--- config.mk ---
export PLATFORM = sky130hd
export DESIGN_NAME = binary_to_factoradic_digits
export DESIGN_NICKNAME = d
export VERILOG_FILES = /design/src/rtl/b2f_pkg.sv /design/src/rtl/b2f_fifo.sv /design/src/rtl/b2f_front.sv /design/src/rtl/b2f_back.sv /design/src/rtl/binary_to_factoradic_digits.sv
export SDC_FILE = /design/constraint.sdc
export NUM_CORES = 1
export LEC_CHECK = 0
export ABC_AREA = 0
export BUFFER_PORTS_ARGS = -buffer_cell sky130_fd_sc_hd__clkbuf_2
export CAP_MARGIN = 10
export CORE_MARGIN = 5
export CORE_UTILIZATION = 65
export CTS_BUF_LIST = sky130_fd_sc_hd__clkbuf_16
export DETAILED_ROUTE_END_ITERATION = 12
export PLACE_DENSITY = 0.83
export SLEW_MARGIN = 20
export SYNTH_ARGS = -nofsm -noshare
export SYNTH_HDL_FRONTEND = slang
export SYNTH_HIERARCHICAL = 1
export SYNTH_MEMORY_MAX_BITS = 65536
export SYNTH_SLANG_ARGS = --single-unit
export TNS_END_PERCENT = 50
--- constraint.sdc ---
create_clock -name clock -period 10.2 [get_ports clock]
set_input_delay 0.51 -clock clock [delete_from_list [all_inputs] [get_ports clock]]
set_output_delay 0.51 -clock clock [all_outputs]
set_load 0.05 [all_outputs]
--- src/rtl/b2f_pkg.sv ---
// ----------------------------------------------------------------------------
// b2f_pkg
// shared types, widths and the factorial table for the factoradic converter
// ----------------------------------------------------------------------------
package b2f_pkg;

   localparam int VALUE_W        = 63;
   localparam int DIGIT_W        = 5;
   localparam int SYMBOL_W       = 7;
   localparam int POS_W          = 5;
   localparam int TABLE_TOP      = 20;
   localparam int MAX_DIGITS_DEF = 20;
   localparam int QUEUE_DEPTH    = 2;

   localparam logic [SYMBOL_W-1:0] ASCII_ZERO   = SYMBOL_W'(48);
   localparam logic [SYMBOL_W-1:0] ASCII_LETTER = SYMBOL_W'(55);
   localparam logic [DIGIT_W-1:0]  DECIMAL_TOP  = DIGIT_W'(10);

   // work handed from the front to the back
   typedef struct packed {
      logic [VALUE_W-1:0] rest;
      logic [POS_W-1:0]   lead;   // zero marks a zero input
   } job_type;

   typedef struct packed {
      logic [DIGIT_W-1:0]  digit;
      logic [SYMBOL_W-1:0] symbol;
      logic                last;
   } result_type;

   function automatic logic [VALUE_W-1:0] fac_val(input logic [POS_W-1:0] k);
      logic [VALUE_W-1:0] f;
      case (k)
         5'd0:    f = 63'd1;
         5'd1:    f = 63'd1;
         5'd2:    f = 63'd2;
         5'd3:    f = 63'd6;
         5'd4:    f = 63'd24;
         5'd5:    f = 63'd120;
         5'd6:    f = 63'd720;
         5'd7:    f = 63'd5040;
         5'd8:    f = 63'd40320;
         5'd9:    f = 63'd362880;
         5'd10:   f = 63'd3628800;
         5'd11:   f = 63'd39916800;
         5'd12:   f = 63'd479001600;
         5'd13:   f = 63'd6227020800;
         5'd14:   f = 63'd87178291200;
         5'd15:   f = 63'd1307674368000;
         5'd16:   f = 63'd20922789888000;
         5'd17:   f = 63'd355687428096000;
         5'd18:   f = 63'd6402373705728000;
         5'd19:   f = 63'd121645100408832000;
         5'd20:   f = 63'd2432902008176640000;
         default: f = '1;
      endcase
      return f;
   endfunction

   function automatic logic [SYMBOL_W-1:0] digit_symbol(input logic [DIGIT_W-1:0] d);
      logic [SYMBOL_W-1:0] s;
      if (d < DECIMAL_TOP) begin
         s = SYMBOL_W'(d) + ASCII_ZERO;
      end else begin
         s = SYMBOL_W'(d) + ASCII_LETTER;
      end
      return s;
   endfunction

endpackage

--- src/rtl/b2f_fifo.sv ---
// ----------------------------------------------------------------------------
// b2f_fifo
// small register queue with push/full and pop/empty sides
// ----------------------------------------------------------------------------
module b2f_fifo #(
   parameter int WIDTH = 8,
   parameter int DEPTH = 2
) (
   input  logic             clock,
   input  logic             reset,
   input  logic             push,
   input  logic [WIDTH-1:0] wr_data,
   output logic             full,
   input  logic             pop,
   output logic [WIDTH-1:0] rd_data,
   output logic             empty
);

   localparam int PTR_W = (DEPTH > 1) ? $clog2(DEPTH) : 1;
   localparam int CNT_W = $clog2(DEPTH + 1);
   localparam logic [PTR_W-1:0] PTR_LAST = PTR_W'(DEPTH - 1);
   localparam logic [CNT_W-1:0] CNT_FULL = CNT_W'(DEPTH);

   logic [WIDTH-1:0] mem_ff [DEPTH];
   logic [PTR_W-1:0] wr_ptr_ff, wr_ptr_in;
   logic [PTR_W-1:0] rd_ptr_ff, rd_ptr_in;
   logic [CNT_W-1:0] count_ff, count_in;
   logic             do_push, do_pop;

   assign full    = (count_ff == CNT_FULL);
   assign empty   = (count_ff == '0);
   assign rd_data = mem_ff[rd_ptr_ff];
   assign do_push = push && !full;
   assign do_pop  = pop && !empty;

   always_comb begin
      wr_ptr_in = wr_ptr_ff;
      rd_ptr_in = rd_ptr_ff;
      count_in  = count_ff;
      if (do_push) begin
         wr_ptr_in = (wr_ptr_ff == PTR_LAST) ? '0 : wr_ptr_ff + 1'b1;
      end
      if (do_pop) begin
         rd_ptr_in = (rd_ptr_ff == PTR_LAST) ? '0 : rd_ptr_ff + 1'b1;
      end
      if (do_push && !do_pop) begin
         count_in = count_ff + 1'b1;
      end else if (do_pop && !do_push) begin
         count_in = count_ff - 1'b1;
      end
   end

   always_ff @(posedge clock) begin
      if (reset) begin
         wr_ptr_ff <= '0;
         rd_ptr_ff <= '0;
         count_ff  <= '0;
      end else begin
         wr_ptr_ff <= wr_ptr_in;
         rd_ptr_ff <= rd_ptr_in;
         count_ff  <= count_in;
      end
   end

   always_ff @(posedge clock) begin
      if (do_push) begin
         mem_ff[wr_ptr_ff] <= wr_data;
      end
   end

endmodule

--- src/rtl/b2f_front.sv ---
// ----------------------------------------------------------------------------
// b2f_front
// takes a value and finds its leading factorial position, one compare a cycle
// ----------------------------------------------------------------------------
module b2f_front import b2f_pkg::*; #(
   parameter int MAX_DIGITS = MAX_DIGITS_DEF
) (
   input  logic               clock,
   input  logic               reset,
   input  logic               req_push,
   input  logic [VALUE_W-1:0] req_value,
   output logic               req_full,
   output logic               job_push,
   output job_type            job_data,
   input  logic               job_full
);

   localparam logic [POS_W-1:0] LIM = POS_W'(MAX_DIGITS);

   typedef enum logic [0:0] {IDLE, SEARCH} state_type;

   state_type          state_ff, state_in;
   logic [VALUE_W-1:0] rest_ff, rest_in;
   logic [POS_W-1:0]   lead_ff, lead_in;
   logic [POS_W-1:0]   next_pos;
   logic               grow;

   assign next_pos = lead_ff + 1'b1;
   assign grow     = (lead_ff < LIM) && (fac_val(next_pos) <= rest_ff);
   assign req_full = (state_ff != IDLE);
   assign job_push = (state_ff == SEARCH) && !grow;
   assign job_data = '{rest: rest_ff, lead: lead_ff};

   always_comb begin
      state_in = state_ff;
      rest_in  = rest_ff;
      lead_in  = lead_ff;
      unique case (state_ff)
         IDLE: begin
            if (req_push) begin
               rest_in  = req_value;
               lead_in  = '0;
               state_in = SEARCH;
            end
         end
         SEARCH: begin
            if (grow) begin
               lead_in = next_pos;
            end else if (!job_full) begin
               state_in = IDLE;
            end
         end
         default: state_in = IDLE;
      endcase
   end

   always_ff @(posedge clock) begin
      if (reset) begin
         state_ff <= IDLE;
      end else begin
         state_ff <= state_in;
      end
      rest_ff <= rest_in;
      lead_ff <= lead_in;
   end

endmodule

--- src/rtl/b2f_back.sv ---
// ----------------------------------------------------------------------------
// b2f_back
// restoring division by the factorial of each position, digit by digit
// ----------------------------------------------------------------------------
module b2f_back import b2f_pkg::*; #(
   parameter int MAX_DIGITS = MAX_DIGITS_DEF
) (
   input  logic       clock,
   input  logic       reset,
   input  logic       job_empty,
   input  job_type    job_data,
   output logic       job_pop,
   output logic       res_push,
   output result_type res_data,
   input  logic       res_full
);

   localparam logic [POS_W-1:0] LIM     = POS_W'(MAX_DIGITS);
   localparam logic             MAY_SAT = (MAX_DIGITS < TABLE_TOP);
   localparam int               STEP_W  = $clog2(VALUE_W + 1);
   localparam logic [STEP_W-1:0] SHORT_STEPS = STEP_W'(DIGIT_W);
   localparam logic [STEP_W-1:0] LONG_STEPS  = STEP_W'(VALUE_W);
   localparam logic [DIGIT_W-1:0] DIGIT_SAT  = '1;

   typedef enum logic [1:0] {IDLE, LOAD, DIV, EMIT} state_type;

   state_type          state_ff, state_in;
   logic [VALUE_W-1:0] acc_ff, acc_in;       // partial remainder
   logic [VALUE_W-1:0] shreg_ff, shreg_in;   // dividend bits still to enter
   logic [VALUE_W-1:0] div_ff, div_in;
   logic [POS_W-1:0]   pos_ff, pos_in;
   logic [STEP_W-1:0]  steps_ff, steps_in;
   logic [DIGIT_W-1:0] qr_ff, qr_in;
   logic               sat_ff, sat_in;
   logic               wide;
   logic [VALUE_W:0]   trial;
   logic [VALUE_W:0]   diff;
   logic               ge;
   logic [DIGIT_W-1:0] digit;

   // leading digit may overflow only when the position is capped
   assign wide  = MAY_SAT && (pos_ff == LIM);
   assign trial = {acc_ff, shreg_ff[VALUE_W-1]};
   assign diff  = trial - {1'b0, div_ff};
   assign ge    = (trial >= {1'b0, div_ff});
   assign digit = sat_ff ? DIGIT_SAT : qr_ff;

   assign job_pop  = (state_ff == IDLE) && !job_empty;
   assign res_push = (state_ff == EMIT);
   assign res_data = '{digit: digit, symbol: digit_symbol(digit), last: (pos_ff <= 5'd1)};

   always_comb begin
      state_in = state_ff;
      acc_in   = acc_ff;
      shreg_in = shreg_ff;
      div_in   = div_ff;
      pos_in   = pos_ff;
      steps_in = steps_ff;
      qr_in    = qr_ff;
      sat_in   = sat_ff;
      unique case (state_ff)
         IDLE: begin
            if (!job_empty) begin
               acc_in = job_data.rest;
               pos_in = job_data.lead;
               qr_in  = '0;
               sat_in = 1'b0;
               // a zero input goes straight out as a single zero digit
               state_in = (job_data.lead == '0) ? EMIT : LOAD;
            end
         end
         LOAD: begin
            div_in = fac_val(pos_ff);
            qr_in  = '0;
            sat_in = 1'b0;
            if (wide) begin
               acc_in   = '0;
               shreg_in = acc_ff;
               steps_in = LONG_STEPS;
            end else begin
               acc_in   = {{DIGIT_W{1'b0}}, acc_ff[VALUE_W-1:DIGIT_W]};
               shreg_in = {acc_ff[DIGIT_W-1:0], {(VALUE_W-DIGIT_W){1'b0}}};
               steps_in = SHORT_STEPS;
            end
            state_in = DIV;
         end
         DIV: begin
            acc_in   = ge ? diff[VALUE_W-1:0] : trial[VALUE_W-1:0];
            shreg_in = {shreg_ff[VALUE_W-2:0], 1'b0};
            qr_in    = {qr_ff[DIGIT_W-2:0], ge};
            sat_in   = sat_ff || qr_ff[DIGIT_W-1];
            steps_in = steps_ff - 1'b1;
            if (steps_ff == STEP_W'(1)) begin
               state_in = EMIT;
            end
         end
         EMIT: begin
            if (!res_full) begin
               if (pos_ff <= 5'd1) begin
                  state_in = IDLE;
               end else begin
                  pos_in   = pos_ff - 1'b1;
                  state_in = LOAD;
               end
            end
         end
         default: state_in = IDLE;
      endcase
   end

   always_ff @(posedge clock) begin
      if (reset) begin
         state_ff <= IDLE;
      end else begin
         state_ff <= state_in;
      end
      acc_ff   <= acc_in;
      shreg_ff <= shreg_in;
      div_ff   <= div_in;
      pos_ff   <= pos_in;
      steps_ff <= steps_in;
      qr_ff    <= qr_in;
      sat_ff   <= sat_in;
   end

endmodule

--- src/rtl/binary_to_factoradic_digits.sv ---
// ----------------------------------------------------------------------------
// binary_to_factoradic_digits
// converts a 63-bit value to factorial-base digits, most significant first
// ----------------------------------------------------------------------------
//  channel   ports                                   beat
//  request   req_push, req_full, req_value           one value to convert
//  response  rsp_pop, rsp_empty, rsp_digit/symbol/   one digit, last on 1!
//            rsp_last
//
//  the front makes one factorial compare per cycle to find the leading
//  position, then hands the job to a 2-beat queue
//  the back works each digit through load, 5 restoring steps and emit; a capped
//  leading digit takes 63 steps instead
//  reset is synchronous and clears only control state; there is no config
//  either side may stall: the job queue and the 2-beat response queue decouple
// ----------------------------------------------------------------------------
module binary_to_factoradic_digits import b2f_pkg::*; #(
   parameter int MAX_DIGITS = MAX_DIGITS_DEF
) (
   input  logic                clock,
   input  logic                reset,
   input  logic                req_push,
   input  logic [VALUE_W-1:0]  req_value,
   output logic                req_full,
   input  logic                rsp_pop,
   output logic                rsp_empty,
   output logic [DIGIT_W-1:0]  rsp_digit,
   output logic [SYMBOL_W-1:0] rsp_symbol,
   output logic                rsp_last
);

   // front to job queue
   logic       fq_push, fq_full;
   job_type    fq_data;
   // job queue to back
   logic       bq_pop, bq_empty;
   logic [$bits(job_type)-1:0] bq_raw;
   // back to response queue
   logic       rq_push, rq_full;
   result_type rq_data;
   logic [$bits(result_type)-1:0] rsp_raw;
   result_type rsp_data;

   // classify: leading position search
   b2f_front #(.MAX_DIGITS(MAX_DIGITS)) u_front (
      .clock     (clock),
      .reset     (reset),
      .req_push  (req_push),
      .req_value (req_value),
      .req_full  (req_full),
      .job_push  (fq_push),
      .job_data  (fq_data),
      .job_full  (fq_full)
   );

   // short queue between front and back
   b2f_fifo #(.WIDTH($bits(job_type)), .DEPTH(QUEUE_DEPTH)) u_job_q (
      .clock   (clock),
      .reset   (reset),
      .push    (fq_push),
      .wr_data (fq_data),
      .full    (fq_full),
      .pop     (bq_pop),
      .rd_data (bq_raw),
      .empty   (bq_empty)
   );

   // digit division
   b2f_back #(.MAX_DIGITS(MAX_DIGITS)) u_back (
      .clock     (clock),
      .reset     (reset),
      .job_empty (bq_empty),
      .job_data  (job_type'(bq_raw)),
      .job_pop   (bq_pop),
      .res_push  (rq_push),
      .res_data  (rq_data),
      .res_full  (rq_full)
   );

   // response queue, oldest digit shown while not empty
   b2f_fifo #(.WIDTH($bits(result_type)), .DEPTH(QUEUE_DEPTH)) u_rsp_q (
      .clock   (clock),
      .reset   (reset),
      .push    (rq_push),
      .wr_data (rq_data),
      .full    (rq_full),
      .pop     (rsp_pop),
      .rd_data (rsp_raw),
      .empty   (rsp_empty)
   );

   assign rsp_data   = result_type'(rsp_raw);
   assign rsp_digit  = rsp_data.digit;
   assign rsp_symbol = rsp_data.symbol;
   assign rsp_last   = rsp_data.last;

endmodule
==> qor.json <==
{
  "run_status": {
    "outcome": "completed"
  },
  "pwr": {
    "power-per-cell-area_nw_per_um2": 371,
    "total_chip_power_w": 0.00909,
    "power.ir.vdd_worst_uv": 230,
    "static-leakage-power_nw": 9.61
  },
  "clock_tree": {
    "clock_sink_count": 377,
    "clock_tree.buffer_depth": 3,
    "htreeDepth": 2,
    "post-cts-setup-buffer-count": 0,
    "tritoncts.num_buffers": 38,
    "cts.clk_slew.worst_paths_ns": 0.06,
    "cts.repair.resized": 0,
    "cts_tree": "yes",
    "cts_hold_buffers": 0,
    "worst_skew_pair.late_latency_ns": 0.53,
    "ctsRootBufferMaster": "clkbuf_16"
  },
  "final_layout": {
    "layout.cells.non_filler": 2620,
    "finish.net_count": 2366,
    "fin_util_pct": 71.0,
    "synthToLayoutAreaGrowth_pct": 7.77,
    "leading_cell_types_in_the_layout_fill_and_taps_excluded": "364 x edfxtp_1, 194 x a21oi_1, 170 x nor2_1, 158 x ha_1, 157 x inv_1",
    "antenna_cells": 0,
    "layout-drive-gt1-share_pct": 14.5,
    "most_frequent_standard_cell_in_the_layout_excluding_fill_and_tap_cells": "edfxtp_1"
  },
  "sta": {
    "final_min_period_over_clock_period_pct": 65.4,
    "fin_worst_skew_ns": 0.0230,
    "final_hold_viol_count": 0,
    "hold_ws_ns": 0.161,
    "period_needed_ns": 6.67,
    "fmax_ghz": 0.150,
    "setup_viol_count_final": 0,
    "finalSetupTns_ns": 0,
    "grt_setup_unrepaired": "false",
    "timing_worst_slew_pin_value_ns": 1.13,
    "final_slew_viol_count": 0,
    "slew_headroom_pct": 24.5
  },
  "yosys": {
    "synthesis.nets": 2344,
    "synth_async_sr_flop_share_pct": 0,
    "postSynthCellCount": 2115,
    "synth.yosys.warnings": 6,
    "post_synth_num_cell_types": 103,
    "synth_area_um2": 22800,
    "ys_ff_latch": 377,
    "synth_edf_count": 364,
    "seq_area_frac_synth_pct": 49.2,
    "predominant_post_synthesis_flop_cell": "edfxtp_1",
    "postSynthAreaPerCell_um2": 10.8
  },
  "worst_setup_path": {
    "cp_max_fo": 38,
    "critical_path.startpoint_type": "flip-flop",
    "rr_startpoint": "u_front/lead_ff[0]$_SDFFCE_PN0P_",
    "rr_worst_depth": 18,
    "setup.worst_path.class": "flip-flop to flip-flop",
    "cp-startpoint": "u_front/lead_ff[0]$_SDFFCE_PN0P_",
    "required_ns": 10.37,
    "r2r_setup_slack_ns": 3.53,
    "cp_data_arrival_time_ns": 6.84,
    "timing.rr.end": "u_job_q/mem_ff[0][62]$_DFFE_PP_",
    "nature_of_the_critical_path_endpoint": "flip-flop"
  },
  "floorplan": {
    "top_level_ports": 82,
    "core_area_um2": 34500,
    "num_rows": 68,
    "die_area_um2": 38900,
    "start_util_pct": 65.9,
    "die_x_um": 197,
    "die_height_um": 197
  },
  "detailed_routing": {
    "drt-initial-drc-count": 2520,
    "drc_errors": 0,
    "route.antenna.remaining_nets": 0,
    "post_drt_wl_per_cell_um": 22.2,
    "vias_per_cell": 6.56,
    "total_via_count_in_the_routed_design": 17200,
    "totalWireLength_um": 58300,
    "drt_first_pass_iters": 6
  },
  "placed_design": {
    "globalplace.congestion": 0.942,
    "dp.final_hpwl_um": 42700,
    "io_buffers": 81,
    "place_inst": 2552
  },
  "hold_path": {
    "hold_path.class": "primary input to flip-flop",
    "holdCritStartpoint": "req_value[44]",
    "holdPathEnd": "u_front/rest_ff[44]$_DFFE_PP_",
    "min_delay_path_depth": 1
  },
  "global_route": {
    "globalRouteTotalUtil_pct": 29.2,
    "grt_remaining_overflow": 0,
    "grt_first_pass_wirelength_um": 89800,
    "grt_antenna_before_repair": 0,
    "grt_max_degree": 75,
    "grt_pass1_vias": 16100
  },
  "job": {
    "maxCapViolations": 0
  }
}
[sequential cells by signal (all words and copies together) (netlist names), named ones only]
register and flops:
u_back/div_ff 49, u_job_q/count_ff 2, u_back/sat_ff 1, u_front/req_full 1
u_back/acc_ff 63, u_back/shreg_ff 5, u_back/state_ff 2, u_rsp_q/rd_ptr_ff 1
u_rsp_q/mem_ff 26, u_back/steps_ff 6, u_back/qr_ff 5, u_rsp_q/wr_ptr_ff 1
u_front/rest_ff 63, u_job_q/rd_ptr_ff 1, u_front/lead_ff 5, u_rsp_q/count_ff 2
u_job_q/mem_ff 136, u_back/pos_ff 5, u_job_q/wr_ptr_ff 1
[worst max-delay path, cell delays in order, from the launching register on]
cell and delay (ns):
edfxtp_1 0.75, ha_1 0.28, inv_1 0.08, ha_1 0.31
clkinv_1 0.28, ha_1 0.32, o21ai_2 0.48, inv_1 0.32
ha_1 0.45, nand4_4 0.11, nor4_2 0.35, nand3_1 0.22
o311a_1 0.41, a21boi_1 0.17, o21a_1 0.15, inv_1 0.05
or3_1 0.38, inv_2 0.63, buf_4 0.52
[synthesized netlist by cell type, types with 15 or more instances]
cell type | number | area share, %
nor2_1 | 170 | 2.8
mux2i_1 | 15 | 0.66
ha_1 | 161 | 8.9
o21ai_0 | 103 | 2.3
edfxtp_1 | 364 | 48
inv_1 | 157 | 2.6
nand4_1 | 38 | 1.0
nand2_1 | 146 | 2.4
mux2_4 | 24 | 1.6
clkbuf_1 | 51 | 0.84
xor2_1 | 29 | 1.1
a21o_1 | 34 | 1.1
nor3_1 | 23 | 0.51
a21oi_1 | 195 | 4.3
xnor2_1 | 37 | 1.4
a31oi_1 | 22 | 0.60
mux2_2 | 75 | 3.7
o31ai_1 | 17 | 0.56
nor2b_1 | 18 | 0.49
nand3_1 | 35 | 0.77
a221oi_1 | 16 | 0.62
a22oi_1 | 30 | 0.99
and2_1 | 16 | 0.44
o21ai_1 | 35 | 0.77
buf_2 | 38 | 0.84
[layout make-up]
class                   count  area [um2]
clock inverters            27         183
well taps                 455         569
repair buffers             98         533
fillers                  2445       10000
flip-flops and latches    377       11200
clock buffers              41        1030
multi-input cells        1460       10400
inverters                 162         608
[per-stage QoR]
step	cell area, um2	worst slack (ns)
2_1_floorplan	22800	4.38
3_3_place_gp	23300	3.77
3_5_place_dp	23300	3.60
4_1_cts	24500	3.57
5_1_grt	24500	3.09
6_report	24500	3.53
[worst max-delay path by stage]
stage | end | slack [ns]
detailed placement | u_job_q/mem_ff[0][61]$_DFFE_PP_ | 3.60
CTS | u_job_q/mem_ff[0][62]$_DFFE_PP_ | 3.57
finish | u_job_q/mem_ff[0][62]$_DFFE_PP_ | 3.53
floorplan | u_job_q/mem_ff[1][0]$_DFFE_PP_ | 4.38
global placement | u_job_q/mem_ff[0][61]$_DFFE_PP_ | 3.77
global route | u_job_q/mem_ff[0][62]$_DFFE_PP_ | 3.09
[per-layer routing]
layer	vias up	track usage, %	wire length (um)
met3	123	4.20	5970
met4	0	7.94	1610
met5	-	0	0
met1	8208	44.7	24800
met2	994	44.1	25900
li1	7874	-	-
[power by group]
part	switching [W]	internal (W)
clock network	0.000580	0.000758
logic	0.00324	0.00186
registers	0.000328	0.00233
total	0.00415	0.00495
[kinds of logic (layout without fill, tap and decap cells)]
kind of cell    count (synthesis)  in the layout  synth area share [%]
compound gates                590            590                  16.7
simple gates                  518            518                  11.0
flops                         377            377                  49.2
buf+inv                       278            328                  5.24
fa+ha+maj                     162            162                  8.94
mux                           122            122                  6.35
xor+xnor                       68             68                  2.68
Power figures use the tool's default switching activity.
